--- src/hdl/tpr_pkg.sv ---
`default_nettype none

package tpr_pkg;

	localparam int RING_DEPTH = 8;
	localparam int RING_AW    = $clog2(RING_DEPTH);
	localparam int PERIOD_W   = 16;
	localparam int SUM_W      = PERIOD_W + RING_AW;
	localparam int MHZ_W      = 8;
	localparam int PRE_W      = 11;
	localparam int CFG_W      = 11;
	localparam int RPM_W      = 8;
	localparam int DIV_W      = PERIOD_W + PRE_W;
	localparam int CNT_W      = $clog2(DIV_W);
	localparam int HZ_W       = 13;
	localparam int RECIP_W    = 22;
	localparam int SCALE_W    = HZ_W + RECIP_W;

	// microseconds per second
	localparam logic [DIV_W-1:0]   USEC_PER_SEC = DIV_W'(1000000);
	// smallest hz giving hz*60/1000 above 255
	localparam logic [DIV_W-1:0]   HZ_SAT       = DIV_W'(4267);
	// ceil(2^26 * 60 / 1000): hz*60/1000 as multiply and shift
	localparam logic [RECIP_W-1:0] RECIP        = RECIP_W'(4026532);
	localparam int                 RECIP_SH     = 26;
	localparam logic [RPM_W-1:0]   RPM_MAX      = '1;

	localparam logic MODE_CAPTURE = 1'b0;
	localparam logic MODE_TIMEOUT = 1'b1;

	localparam logic REG_CPU_MHZ  = 1'b0;
	localparam logic REG_PRESCALE = 1'b1;

	localparam logic [MHZ_W-1:0] CPU_MHZ_RST  = MHZ_W'(16);
	localparam logic [PRE_W-1:0] PRESCALE_RST = PRE_W'(256);

	typedef enum logic [2:0] {
		ST_IDLE,
		ST_MUL,
		ST_CHECK,
		ST_WAIT_US,
		ST_WAIT_HZ,
		ST_OUT
	} state_t;

	typedef enum logic [1:0] {
		RPM_ZERO,
		RPM_SAT,
		RPM_CALC
	} rpm_src_t;

	typedef enum logic {
		DIV_US,
		DIV_HZ
	} div_sel_t;

	typedef struct packed {
		logic     accept;
		logic     mul_load;
		logic     div_start;
		div_sel_t div_sel;
		logic     scale_load;
		logic     out_load;
		rpm_src_t rpm_src;
	} ctrl_cmd_t;

	typedef struct packed {
		logic mean_zero;
		logic cpu_zero;
		logic div_done;
		logic us_zero;
	} dp_status_t;

endpackage

`default_nettype wire

--- src/hdl/tpr_div.sv ---
`default_nettype none

module tpr_div (
	input  wire                       clk,
	input  wire                       arst_n,
	input  wire                       start,
	input  wire  [tpr_pkg::DIV_W-1:0] dividend,
	input  wire  [tpr_pkg::DIV_W-1:0] divisor,
	output logic [tpr_pkg::DIV_W-1:0] quotient,
	output logic                      done
);
	import tpr_pkg::*;

	logic [DIV_W-1:0] rem_q;
	logic [DIV_W-1:0] quo_q;
	logic [DIV_W-1:0] dvs_q;
	logic [CNT_W-1:0] cnt_q;
	logic             busy_q;
	logic             done_q;
	logic [DIV_W:0]   shifted;
	logic [DIV_W:0]   trial;

	assign shifted = {rem_q, quo_q[DIV_W-1]};
	assign trial   = shifted - {1'b0, dvs_q};

	// restoring division, one quotient bit per cycle
	always_ff @(posedge clk or negedge arst_n) begin
		if (!arst_n) begin
			busy_q <= 1'b0;
			done_q <= 1'b0;
			cnt_q  <= '0;
		end else begin
			done_q <= 1'b0;
			if (start) begin
				busy_q <= 1'b1;
				cnt_q  <= '0;
			end else if (busy_q) begin
				cnt_q <= cnt_q + 1'b1;
				if (cnt_q == CNT_W'(DIV_W - 1)) begin
					busy_q <= 1'b0;
					done_q <= 1'b1;
				end
			end
		end
	end

	always_ff @(posedge clk) begin
		if (start) begin
			rem_q <= '0;
			quo_q <= dividend;
			dvs_q <= divisor;
		end else if (busy_q) begin
			if (!trial[DIV_W]) begin
				rem_q <= trial[DIV_W-1:0];
				quo_q <= {quo_q[DIV_W-2:0], 1'b1};
			end else begin
				rem_q <= shifted[DIV_W-1:0];
				quo_q <= {quo_q[DIV_W-2:0], 1'b0};
			end
		end
	end

	assign quotient = quo_q;
	assign done     = done_q;

endmodule

`default_nettype wire

--- src/hdl/tpr_datapath.sv ---
`default_nettype none

module tpr_datapath (
	input  wire                          clk,
	input  wire                          arst_n,
	input  wire                          cfg_we,
	input  wire                          cfg_index,
	input  wire  [tpr_pkg::CFG_W-1:0]    cfg_data,
	input  wire                          mode,
	input  wire  [tpr_pkg::PERIOD_W-1:0] period_ticks,
	input  tpr_pkg::ctrl_cmd_t           cmd,
	output tpr_pkg::dp_status_t          status,
	output logic [tpr_pkg::PERIOD_W-1:0] avg_ticks,
	output logic [tpr_pkg::RPM_W-1:0]    rpm_thousands
);
	import tpr_pkg::*;

	logic [MHZ_W-1:0]    cpu_mhz_q;
	logic [PRE_W-1:0]    prescale_q;
	logic [PERIOD_W-1:0] ring_q [RING_DEPTH];
	logic [RING_AW-1:0]  slot_q;
	logic [SUM_W-1:0]    sum_q;
	logic [PERIOD_W-1:0] mean;
	logic [DIV_W-1:0]    prod_q;
	logic [DIV_W-1:0]    dividend;
	logic [DIV_W-1:0]    divisor;
	logic [DIV_W-1:0]    quotient;
	logic                div_done;
	logic [SCALE_W-1:0]  scale_q;
	logic                hz_big_q;
	logic [RPM_W-1:0]    rpm;
	logic [PERIOD_W-1:0] avg_q;
	logic [RPM_W-1:0]    rpm_q;

	always_ff @(posedge clk or negedge arst_n) begin
		if (!arst_n) begin
			cpu_mhz_q  <= CPU_MHZ_RST;
			prescale_q <= PRESCALE_RST;
		end else if (cfg_we) begin
			case (cfg_index)
				REG_CPU_MHZ:  cpu_mhz_q  <= cfg_data[MHZ_W-1:0];
				REG_PRESCALE: prescale_q <= cfg_data[PRE_W-1:0];
				default: ;
			endcase
		end
	end

	always_ff @(posedge clk or negedge arst_n) begin
		if (!arst_n) begin
			for (int i = 0; i < RING_DEPTH; i++) ring_q[i] <= '0;
			slot_q <= '0;
			sum_q  <= '0;
		end else if (cmd.accept) begin
			if (mode == MODE_TIMEOUT) begin
				for (int i = 0; i < RING_DEPTH; i++) ring_q[i] <= '0;
				sum_q <= '0;
			end else begin
				ring_q[slot_q] <= period_ticks;
				sum_q  <= sum_q - SUM_W'(ring_q[slot_q]) + SUM_W'(period_ticks);
				slot_q <= slot_q + 1'b1;
			end
		end
	end

	assign mean = sum_q[SUM_W-1:RING_AW];

	always_ff @(posedge clk) begin
		if (cmd.mul_load) prod_q <= DIV_W'(mean) * DIV_W'(prescale_q);
	end

	always_comb begin
		case (cmd.div_sel)
			DIV_US: begin
				dividend = prod_q;
				divisor  = DIV_W'(cpu_mhz_q);
			end
			DIV_HZ: begin
				dividend = USEC_PER_SEC;
				divisor  = quotient;
			end
			default: begin
				dividend = prod_q;
				divisor  = DIV_W'(cpu_mhz_q);
			end
		endcase
	end

	tpr_div u_div (
		.clk      (clk),
		.arst_n   (arst_n),
		.start    (cmd.div_start),
		.dividend (dividend),
		.divisor  (divisor),
		.quotient (quotient),
		.done     (div_done)
	);

	always_ff @(posedge clk) begin
		if (cmd.scale_load) begin
			hz_big_q <= (quotient >= HZ_SAT);
			scale_q  <= SCALE_W'(quotient[HZ_W-1:0]) * SCALE_W'(RECIP);
		end
	end

	always_comb begin
		case (cmd.rpm_src)
			RPM_ZERO: rpm = '0;
			RPM_SAT:  rpm = RPM_MAX;
			RPM_CALC: rpm = hz_big_q ? RPM_MAX : scale_q[RECIP_SH+RPM_W-1:RECIP_SH];
			default:  rpm = '0;
		endcase
	end

	always_ff @(posedge clk) begin
		if (cmd.out_load) begin
			avg_q <= mean;
			rpm_q <= rpm;
		end
	end

	assign status.mean_zero = (mean == '0);
	assign status.cpu_zero  = (cpu_mhz_q == '0);
	assign status.div_done  = div_done;
	assign status.us_zero   = (quotient == '0);

	assign avg_ticks     = avg_q;
	assign rpm_thousands = rpm_q;

endmodule

`default_nettype wire

--- src/hdl/tpr_ctrl.sv ---
`default_nettype none

module tpr_ctrl (
	input  wire                   clk,
	input  wire                   arst_n,
	input  wire                   in_valid,
	output logic                  in_ready,
	output logic                  out_valid,
	input  wire                   out_ready,
	input  tpr_pkg::dp_status_t   status,
	output tpr_pkg::ctrl_cmd_t    cmd
);
	import tpr_pkg::*;

	state_t   state_q, state_d;
	rpm_src_t src_q, src_d;
	logic     out_valid_q, out_valid_d;
	logic     out_free;

	assign out_free = !out_valid_q || out_ready;

	always_ff @(posedge clk or negedge arst_n) begin
		if (!arst_n) begin
			state_q     <= ST_IDLE;
			src_q       <= RPM_ZERO;
			out_valid_q <= 1'b0;
		end else begin
			state_q     <= state_d;
			src_q       <= src_d;
			out_valid_q <= out_valid_d;
		end
	end

	always_comb begin
		state_d        = state_q;
		src_d          = src_q;
		out_valid_d    = out_valid_q && !out_ready;
		in_ready       = 1'b0;
		cmd.accept     = 1'b0;
		cmd.mul_load   = 1'b0;
		cmd.div_start  = 1'b0;
		cmd.div_sel    = DIV_US;
		cmd.scale_load = 1'b0;
		cmd.out_load   = 1'b0;
		cmd.rpm_src    = src_q;
		case (state_q)
			ST_IDLE: begin
				in_ready = 1'b1;
				if (in_valid) begin
					cmd.accept = 1'b1;
					state_d    = ST_MUL;
				end
			end
			ST_MUL: begin
				cmd.mul_load = 1'b1;
				state_d      = ST_CHECK;
			end
			ST_CHECK: begin
				if (status.mean_zero) begin
					src_d   = RPM_ZERO;
					state_d = ST_OUT;
				end else if (status.cpu_zero) begin
					src_d   = RPM_SAT;
					state_d = ST_OUT;
				end else begin
					cmd.div_start = 1'b1;
					state_d       = ST_WAIT_US;
				end
			end
			ST_WAIT_US: begin
				if (status.div_done) begin
					if (status.us_zero) begin
						src_d   = RPM_SAT;
						state_d = ST_OUT;
					end else begin
						cmd.div_start = 1'b1;
						cmd.div_sel   = DIV_HZ;
						state_d       = ST_WAIT_HZ;
					end
				end
			end
			ST_WAIT_HZ: begin
				cmd.div_sel = DIV_HZ;
				if (status.div_done) begin
					cmd.scale_load = 1'b1;
					src_d          = RPM_CALC;
					state_d        = ST_OUT;
				end
			end
			ST_OUT: begin
				if (out_free) begin
					cmd.out_load = 1'b1;
					out_valid_d  = 1'b1;
					state_d      = ST_IDLE;
				end
			end
			default: state_d = ST_IDLE;
		endcase
	end

	assign out_valid = out_valid_q;

endmodule

`default_nettype wire

--- src/hdl/tach_period_average_rpm.sv ---
`default_nettype none

// Tachometer period averager. Each input transaction is a captured edge period
// (tuser 0) or a capture-timer overflow timeout (tuser 1, ring cleared). Every
// transaction yields one output: the mean of the last eight periods and the
// speed in thousands of rpm, from us = mean*prescale/cpu_mhz, hz = 1e6/us,
// rpm = hz*60/1000, zero for a zero mean and saturating at 255. One shared
// one-bit-per-cycle divider (27 steps) serves both divisions, which are skipped
// when the mean or cpu_mhz is zero. A finished result sits in the output
// register while the next transaction is taken. cpu_mhz is register 0,
// prescale_div register 1.
module tach_period_average_rpm (
	input  wire         clk,
	input  wire         arst_n,
	input  wire         cfg_we,
	input  wire         cfg_index,
	input  wire  [10:0] cfg_data,
	input  wire         s_tvalid,
	output logic        s_tready,
	input  wire  [15:0] s_tdata,   // period_ticks
	input  wire         s_tuser,   // mode
	output logic        m_tvalid,
	input  wire         m_tready,
	output logic [23:0] m_tdata    // avg_ticks[15:0], rpm_thousands[23:16]
);
	import tpr_pkg::*;

	ctrl_cmd_t           cmd;
	dp_status_t          status;
	logic [PERIOD_W-1:0] avg_ticks;
	logic [RPM_W-1:0]    rpm_thousands;

	tpr_ctrl u_ctrl (
		.clk       (clk),
		.arst_n    (arst_n),
		.in_valid  (s_tvalid),
		.in_ready  (s_tready),
		.out_valid (m_tvalid),
		.out_ready (m_tready),
		.status    (status),
		.cmd       (cmd)
	);

	tpr_datapath u_dp (
		.clk           (clk),
		.arst_n        (arst_n),
		.cfg_we        (cfg_we),
		.cfg_index     (cfg_index),
		.cfg_data      (cfg_data),
		.mode          (s_tuser),
		.period_ticks  (s_tdata),
		.cmd           (cmd),
		.status        (status),
		.avg_ticks     (avg_ticks),
		.rpm_thousands (rpm_thousands)
	);

	assign m_tdata = {rpm_thousands, avg_ticks};

endmodule

`default_nettype wire
--- config.mk ---
export PLATFORM = sky130hd
export DESIGN_NAME = tach_period_average_rpm
export DESIGN_NICKNAME = d
export VERILOG_FILES = /design/src/hdl/tpr_pkg.sv /design/src/hdl/tpr_div.sv /design/src/hdl/tpr_datapath.sv /design/src/hdl/tpr_ctrl.sv /design/src/hdl/tach_period_average_rpm.sv
export SDC_FILE = /design/constraint.sdc
export NUM_CORES = 1
export LEC_CHECK = 0
export BUFFER_PORTS_ARGS = -buffer_cell sky130_fd_sc_hd__buf_2
export CAP_MARGIN = 20
export CORE_MARGIN = 1
export CORE_UTILIZATION = 55
export DETAILED_ROUTE_END_ITERATION = 6
export GPL_TIMING_DRIVEN = 0
export PLACE_DENSITY = 0.67
export SLEW_MARGIN = 20
export SYNTH_ARGS = -nofsm -noshare
export SYNTH_HDL_FRONTEND = slang
export SYNTH_SLANG_ARGS = --single-unit
--- constraint.sdc ---
create_clock -name clk -period 7 [get_ports clk]
set_input_delay 0.35 -clock clk [delete_from_list [all_inputs] [get_ports clk]]
set_output_delay 0.35 -clock clk [all_outputs]
set_load 0.03 [all_outputs]
Word level (Yosys, flattened, before mapping) --
Cells that the tools add are included.
Word-level totals: register bits after elaboration 347, latch bits 0, memory bits (writable) 0, ROM bits 0, input bits 34, output and inout port bits 26, logic and storage cells 124, memories 0
Cells by class: add/subtract/negate cells 5, multipliers 2, divide/modulo/power cells 0, order comparisons 3, eq/ne operators 14, shifts and indexed selects 0, muxes and demuxes 54, bitwise gates (word level) 4, reductions and logical operators 16
Operators with widths (count):
- $bwmux W128 | 1
- $mux W128 | 1
- $pmux W27 S2 | 2
- $mux W27 | 3
- $bmux W16 S3 | 1
- $demux W16 S3 | 1
- $mux W16 | 3
- $mul A13 B20 Y32 const B | 1
- $sub A28 B27 Y28 | 1
- $ge A27 B13 Y1 const B | 1
- $logic_not A27 Y1 | 1
- $mul A16 B11 Y27 | 1
- $mux W1 | 20
- $add A19 B16 Y19 | 1
- $mux W19 | 1
- $sub A19 B16 Y19 | 1
- $mux W3 | 6
- $pmux W3 S6 | 1
- $logic_not A16 Y1 | 1
- $pmux W8 S2 | 1
- $mux W2 | 7
- $mux W5 | 2
- $logic_not A8 Y1 | 1
- $mux W8 | 1
- other kinds (26) | 38

Depth between registers and ports, before layout --
Gate-level depths: netlist of the first run.
depth in word-level cells 7, gate-level depth with buffers 22, depth with buffers taken out 21

By module --
A second synthesis of the first run with hierarchy kept.
Second synthesis, totals: cells, all modules 2811, area, all modules 27081.0 um^2
By module, submodules not included:
- tpr_datapath | times used 1, cells each 2236, area each 21448.1 um^2, seq. area each 6033.3 um^2
- tpr_div | times used 1, cells each 511, area each 5117.4 um^2, seq. area each 2337.2 um^2
- tpr_ctrl | times used 1, cells each 64, area each 515.5 um^2, seq. area each 150.1 um^2

Least setup slack after synthesis of the first run --
No wires, ideal clock.
kind register to register, start reg u_dp.prescale_q[8], end reg u_dp.prod_q[24] (data pin), library setup time 0.259 ns, arrival time 5.259 ns, required time 6.741 ns, slack 1.483 ns, cell stages (with the launch flop) 20, path buffers 1, period minus slack after synthesis 5.517 ns, cell sequence dfstp_2 -> clkbuf_1 -> nand2_1 -> fa_1 -> fa_1 -> inv_1 -> fa_1 -> fa_1 -> inv_1 -> fa_1 -> inv_1 -> ha_1 -> a21o_1 -> a21o_1 -> a41oi_2 -> a31oi_1 -> o41ai_1 -> o21ai_1 -> or2_2 -> xor2_1
Between the ends: word-level cells in the longest chain between the ends 1
Ends and longest elaborated chain:
- start: declaration | RTL line tpr_datapath.sv:19 | logic [PRE_W-1:0] prescale_q;
- start signal: assignment | RTL line tpr_datapath.sv:42 | REG_PRESCALE: prescale_q <= cfg_data[PRE_W-1:0];
- $mul A16 B11 Y27 | RTL line tpr_datapath.sv:68 | if (cmd.mul_load) prod_q <= DIV_W'(mean) * DIV_W'(prescale_q);
- end signal: assignment | RTL line tpr_datapath.sv:68
- end: declaration | RTL line tpr_datapath.sv:24 | logic [DIV_W-1:0] prod_q;
Every way passes these cells. A chain may end at the register's enable or synchronous reset.

Worst setup path after layout of the first run --
start reg u_dp.prescale_q[8], end reg u_dp.prod_q[26] (data pin)
The elaborated chain is that of the path after synthesis.

==> results.json, run 1 <==
{
  "gp_congestion": 0.9033,
  "via_count": 18050,
  "cts_tree": "done",
  "first_global_vias": 18660,
  "async_flop_share_pct": 56.35,
  "syn_area_mm2": 0.02493,
  "final_common_cell": "inv_1",
  "rsz0062_at_grt": "no",
  "h-tree-depth": 2,
  "synth_edf_count": 114,
  "fp-row-count": 77,
  "core_area_mm2": 0.04451,
  "track_usage_pct": 27.63,
  "cts_buffers": 36,
  "synth_area_per_cell_um2": 10.45,
  "layout_common_cells": "inv_1, ha_1, fa_1, dfrtp_1, nand2_1",
  "synth_area_leaders": "dfrtp_1, fa_1, edfxtp_1",
  "synthCells": 2386,
  "hold_violations": 0,
  "tns_ns": 0,
  "ant_nets": 0,
  "startpoint_type": "flop",
  "finClkSkew_ns": 0.02371,
  "clockBufferDepth": 3,
  "cp_cell_sequence": "clkbuf_1, nand2_1, fa_1, fa_1, inv_1, fa_1, fa_1, inv_1, fa_1, inv_1, ha_1, a21o_1, a21o_1, a41oi_2, a31oi_1, o41ai_1, o21ai_1, o41ai_1, xnor2_1",
  "area_delta_synth_final_pct": 9.997,
  "worstSetupPathType": "reg2reg",
  "vias_per_cell": 5.823,
  "synth_top_area_share_pct": 18.07,
  "period_needed_ns": 6.554,
  "period_share_pct": 93.63,
  "crit_buf_inv": 4,
  "initial_core_util_pct": 56.02,
  "grt_max_degree": 63,
  "max_cap_violations": 0,
  "cts.sinks": 323,
  "clock_latency_ns": 0.55,
  "path_delay_family": "adder cells",
  "yosys_warnings": 0,
  "synth.distinct_cells": 75,
  "cts_setup_buffers": 0,
  "ys_ff_latch": 323,
  "die_w_um": 214.9,
  "io_buffers": 44,
  "path_max_fanout": 10,
  "hpwlAfterDp_um": 47080,
  "grt_overflow_total": 0,
  "required_ns": 7.26,
  "max_stage_delay_ns": 0.61,
  "yosys.area.top_type": "dfrtp_1",
  "maxSlewHeadroom_pct": 33.89,
  "cts.repair.resized": 0,
  "cp-end-kind": "flop",
  "pin_count": 60,
  "max_freq_ghz": 0.1526,
  "wire_per_inst_um": 19.89,
  "final_nets": 2959,
  "die_y_um": 214.9,
  "hp-class": "in2reg",
  "yosys_most_used_dff": "dfrtp_1",
  "status": "completed",
  "cp.arrival_ns": 6.81,
  "clock-root-buffer": "clkbuf_16",
  "slowest_stage": "dfstp_2",
  "dieArea_mm2": 0.04619,
  "routed_wl_um": 61630,
  "setup_violations": 0,
  "layout-drive-gt1-share_pct": 6.826,
  "antenna_found_initial": 4,
  "grt_pass1_wl_um": 101000,
  "worst_pin_slew_ns": 0.9851,
  "drt_iter0_drc": 1483,
  "slew_viol_final": 0,
  "synth_fp_nets": 2867,
  "drc": 0,
  "yosysSeqAreaShare_pct": 34.17,
  "clk_pin_slew_ns": 0.06,
  "crit_top_cell": "fa_1",
  "firstDrtPassIters": 5
}
cell families after synthesis:
family / Yosys count / synth area share, %
compound gates: 515 / 14.82
buf+inv: 494 / 7.558
simple gates: 487 / 9.886
fa+ha+maj: 447 / 28.97
flops: 323 / 34.17
xor+xnor: 72 / 2.529
mux: 48 / 2.068
worst reg2reg max path: stages, from the launching register on:
cell and delay (ns):
dfstp_2 0.61, clkbuf_1 0.48, nand2_1 0.16, fa_1 0.52
fa_1 0.52, inv_1 0.06, fa_1 0.46, fa_1 0.50
inv_1 0.05, fa_1 0.47, inv_1 0.04, ha_1 0.33
a21o_1 0.18, a21o_1 0.17, a41oi_2 0.30, a31oi_1 0.24
o41ai_1 0.43, o21ai_1 0.18, o41ai_1 0.36, xnor2_1 0.20
per-layer routing:
layer / global-route usage (%) / up-vias / wire length, um
met5: 0 / - / 23
met4: 8.738 / 4 / 1622
met3: 4.260 / 116 / 3803
met2: 44.92 / 586 / 29010
met1: 38.10 / 9041 / 27170
li1: - / 8300 / -
Yosys cell counts, types with 7 or more instances:
cell type	n
a211o_1	7
edfxtp_1	114
o21ai_1	14
xor2_1	23
a22oi_1	65
nor4_1	7
mux2_2	28
nand2_1	167
o21a_1	13
and3_1	10
xnor2_1	49
a211oi_1	12
a31oi_1	7
nand4_1	28
nand3_1	14
a22o_1	143
fa_1	217
ha_1	230
nor3_1	22
dfxtp_1	27
clkbuf_1	100
and2_1	116
o21bai_1	9
o21ai_0	84
nor2_1	66
inv_1	383
a21o_1	29
nand2b_1	11
nor2b_1	14
mux2i_1	20
or3_1	9
dfrtp_1	180
a21oi_1	82
through the flow:
| stage | cell area (um^2) | instances | hold slack, ns | worst slack [ns] | util [%] |
|---|---|---|---|---|---|
| final | 27430 | 3099 | 0.04879 | 0.4456 | 61.62 |
| after global routing | 27430 | 3099 | 0.04965 | 0.1293 | 61.62 |
| after CTS | 27410 | 3097 | 0.02176 | 0.3648 | 61.58 |
| after detailed placement | 26080 | 3031 | 0.3237 | 0.4260 | 58.58 |
| after global placement | 25890 | 3022 | 0.4779 | 0.4825 | 58.17 |
| after floorplan | 24930 | 2386 | 0.05441 | 1.483 | - |
what timing repair did:
action,CTS,global route
hold buffers,1,0
setup endpoints to repair,0,1
hold endpoints to repair,60,0
flip-flops by register name, summed over array words and instances (netlist names), 5 cells and up:
register	count
u_dp.prod_q	27
u_dp.rpm_thousands	8
u_dp.sum_q	19
u_dp.u_div.cnt_q	5
u_dp.avg_ticks	16
u_dp.u_div.rem_q	27
u_dp.u_div.quotient	27
u_dp.prescale_q	11
u_dp.ring_q	128
u_dp.u_div.dvs_q	27
u_dp.cpu_mhz_q	8
u_dp.scale_q	8
cell type report:
cell class | count | area, um^2
multi-input cells | 1569 | 14570
clock buffers | 48 | 1008
plain buffers | 110 | 444.2
inverters | 383 | 1438
flip-flops and latches | 323 | 8521
well taps | 592 | 740.7
fillers | 3693 | 17090
repair buffers | 55 | 382.9
clock inverters | 17 | 314.1
diodes | 2 | 5.005
path summary, 6_finish.rpt:
| path | from | endpoint | slack (ns) | depth (start not counted) |
|---|---|---|---|---|
| max | u_dp.prescale_q[8] | u_dp.prod_q[26] | 0.45 | 19 |
| min | cfg_data[9] | u_dp.prescale_q[9] | 0.05 | 2 |
| max reg2reg | u_dp.prescale_q[8] | u_dp.prod_q[26] | 0.45 | 19 |
| min reg2reg | u_dp.u_div.rem_q[10] | u_dp.u_div.rem_q[10] | 0.50 | 2 |
| max in group asynchronous | arst_n | u_dp.cpu_mhz_q[2] | 5.66 | 4 |
| min in group asynchronous | arst_n | u_dp.ring_q[75] | 0.33 | 2 |
Power of run 1 is left out: the tool's default activity adds up to more than one toggle a clock period on the data nets, which glitch-free logic cannot reach.
==> run 2, diff against run 1 <==
CORE_ASPECT_RATIO = 0.6   (was default)
GPL_TIMING_DRIVEN = default   (was 0)
==> run 2 against run 1 <==
- hold slack got worse by 0.024 ns
- final cell count fell by 2.8%
- sequential share of layout area rose by 0.54 points
- cell area fell by 1.7%
- wire length rose by 7.1%
- die area barely moved
- clock skew rose by 0.012 ns
- utilization fell by 1.4 points
- worst setup slack improved by 0.41 ns
- first-iteration DRC count rose by 30%
==> results.json, run 2 (synthesis results as in run 1) <==
{
  "max_stage_delay_ns": 0.59,
  "track_usage_pct": 29.57,
  "path_max_fanout": 17,
  "min_from": "cfg_data[10]",
  "status": "completed",
  "worst_pin_slew_ns": 1.163,
  "tns_ns": 0,
  "cp-end-kind": "flop",
  "cts.repair.resized": 0,
  "vias_per_cell": 5.991,
  "gp_congestion": 0.9261,
  "clock-root-buffer": "clkbuf_16",
  "pin_count": 60,
  "routed_wl_um": 65970,
  "cts_buffers": 31,
  "layout_common_cells": "inv_1, ha_1, fa_1, dfrtp_1, nand2_1",
  "worstRegToRegCells": 19,
  "finClkSkew_ns": 0.03577,
  "crit_top_cell": "fa_1",
  "h-tree-depth": 1,
  "antenna_found_initial": 2,
  "core_area_mm2": 0.04474,
  "area_delta_synth_final_pct": 8.130,
  "initial_core_util_pct": 55.72,
  "drt_iter0_drc": 1928,
  "hold_violations": 0,
  "rr_startpoint": "u_dp.prescale_q[5]",
  "final_nets": 2879,
  "via_count": 18050,
  "clockBufferDepth": 3,
  "worst_hold_path.endpoint": "u_dp.prescale_q[10]",
  "hp-class": "in2reg",
  "cp.arrival_ns": 6.47,
  "drc": 0,
  "slew_viol_final": 0,
  "rsz0062_at_grt": "no",
  "cp_cell_sequence": "and2_1, fa_1, inv_1, fa_1, inv_1, fa_1, fa_1, inv_1, fa_1, inv_1, ha_1, a21o_1, a21o_1, a41oi_2, a31oi_1, o41ai_1, o21ai_1, o41ai_1, xnor2_1",
  "final_common_cell": "inv_1",
  "clk_pin_slew_ns": 0.07,
  "ff2ff_setup_slack_ns": 0.86,
  "grt_pass1_wl_um": 105800,
  "whs_path_depth": 2,
  "timing.rr.end": "u_dp.prod_q[26]",
  "top_register": "u_dp.ring_q",
  "layout-drive-gt1-share_pct": 8.296,
  "io_buffers": 59,
  "cts.sinks": 323,
  "required_ns": 7.33,
  "hpwlAfterDp_um": 50720,
  "die_w_um": 276.9,
  "startpoint_type": "flop",
  "slowest_stage": "dfrtp_1",
  "max_freq_ghz": 0.1629,
  "max_cap_violations": 0,
  "grt_max_degree": 80,
  "first_global_vias": 18280,
  "clock_latency_ns": 0.62,
  "firstDrtPassIters": 6,
  "fp-row-count": 60,
  "period_share_pct": 87.72,
  "setup_violations": 0,
  "largest_reg_flops": 128,
  "grt_overflow_total": 0,
  "worstSetupPathType": "reg2reg",
  "cts_tree": "done",
  "dieArea_mm2": 0.04622,
  "ant_nets": 0,
  "wire_per_inst_um": 21.90,
  "maxSlewHeadroom_pct": 22.50,
  "die_y_um": 166.9,
  "period_needed_ns": 6.140
}
run 2: worst max-delay path: cells and delay by family, from the launching register on:
| family | cells | cell delay (ns) |
|---|---|---|
| flops | 1 | 0.59 |
| buf+inv | 4 | 0.19 |
| fa+ha+maj | 6 | 2.81 |
| simple gates | 1 | 0.29 |
| xor+xnor | 1 | 0.13 |
| compound gates | 7 | 1.83 |
run 2: how the worst max path moves through the flow:
stage,start,endpoint,depth (start not counted)
2_1_floorplan,u_dp.prescale_q[8],u_dp.prod_q[24],19
3_3_place_gp,u_dp.u_div.quotient[7],u_dp.scale_q[32],16
3_5_place_dp,u_dp.prescale_q[5],u_dp.prod_q[26],19
4_1_cts,u_dp.prescale_q[5],u_dp.prod_q[26],19
5_1_grt,u_dp.prescale_q[2],u_dp.prod_q[26],18
6_report,u_dp.prescale_q[5],u_dp.prod_q[26],19
run 2: final cells by class:
cell class / count / area [um^2]
Antenna cell: 1 / 2.502
Clock buffer: 31 / 775.7
Clock inverter: 27 / 286.5
Fill cell: 3665 / 17780
Inverter: 383 / 1438
Multi-Input combinational cell: 1569 / 14630
Sequential cell: 323 / 8521
Tap cell: 589 / 737.0
Timing Repair Buffer: 90 / 573.1
run 2: layer usage:
metal	wire [um]	share of wire, %	vias to the layer above	global-route usage (%)
met2	25710	39	810	38.93
met5	99	0.15	-	1.538
met3	7772	12	65	9.470
met4	780	1.2	2	4.517
li1	-	-	8117	-
met1	31610	48	9058	47.18
run 2: what timing repair did:
item                                    CTS  global route
endpoints found under the setup margin    0             0
hold buffers                              3             0
buffers inserted                          0             0
hold endpoints to repair                 39             0
run 2: metrics by stage:
| stage | hold WS (ns) | std cells | utilization, % | setup slack (ns) | cell area (um^2) |
|---|---|---|---|---|---|
| floorplan | 0.05441 | 2386 | - | 1.483 | 24930 |
| global placement | 0.2663 | 2948 | 57.65 | 0.5364 | 25790 |
| detailed placement | 0.2675 | 2949 | 57.68 | 0.9152 | 25810 |
| CTS | 0.0007572 | 3010 | 60.12 | 0.8971 | 26900 |
| global route | 0.01099 | 3012 | 60.25 | 0.4671 | 26960 |
| finish | 0.02492 | 3013 | 60.25 | 0.8596 | 26960 |
Power of run 2 is left out for the same reason.
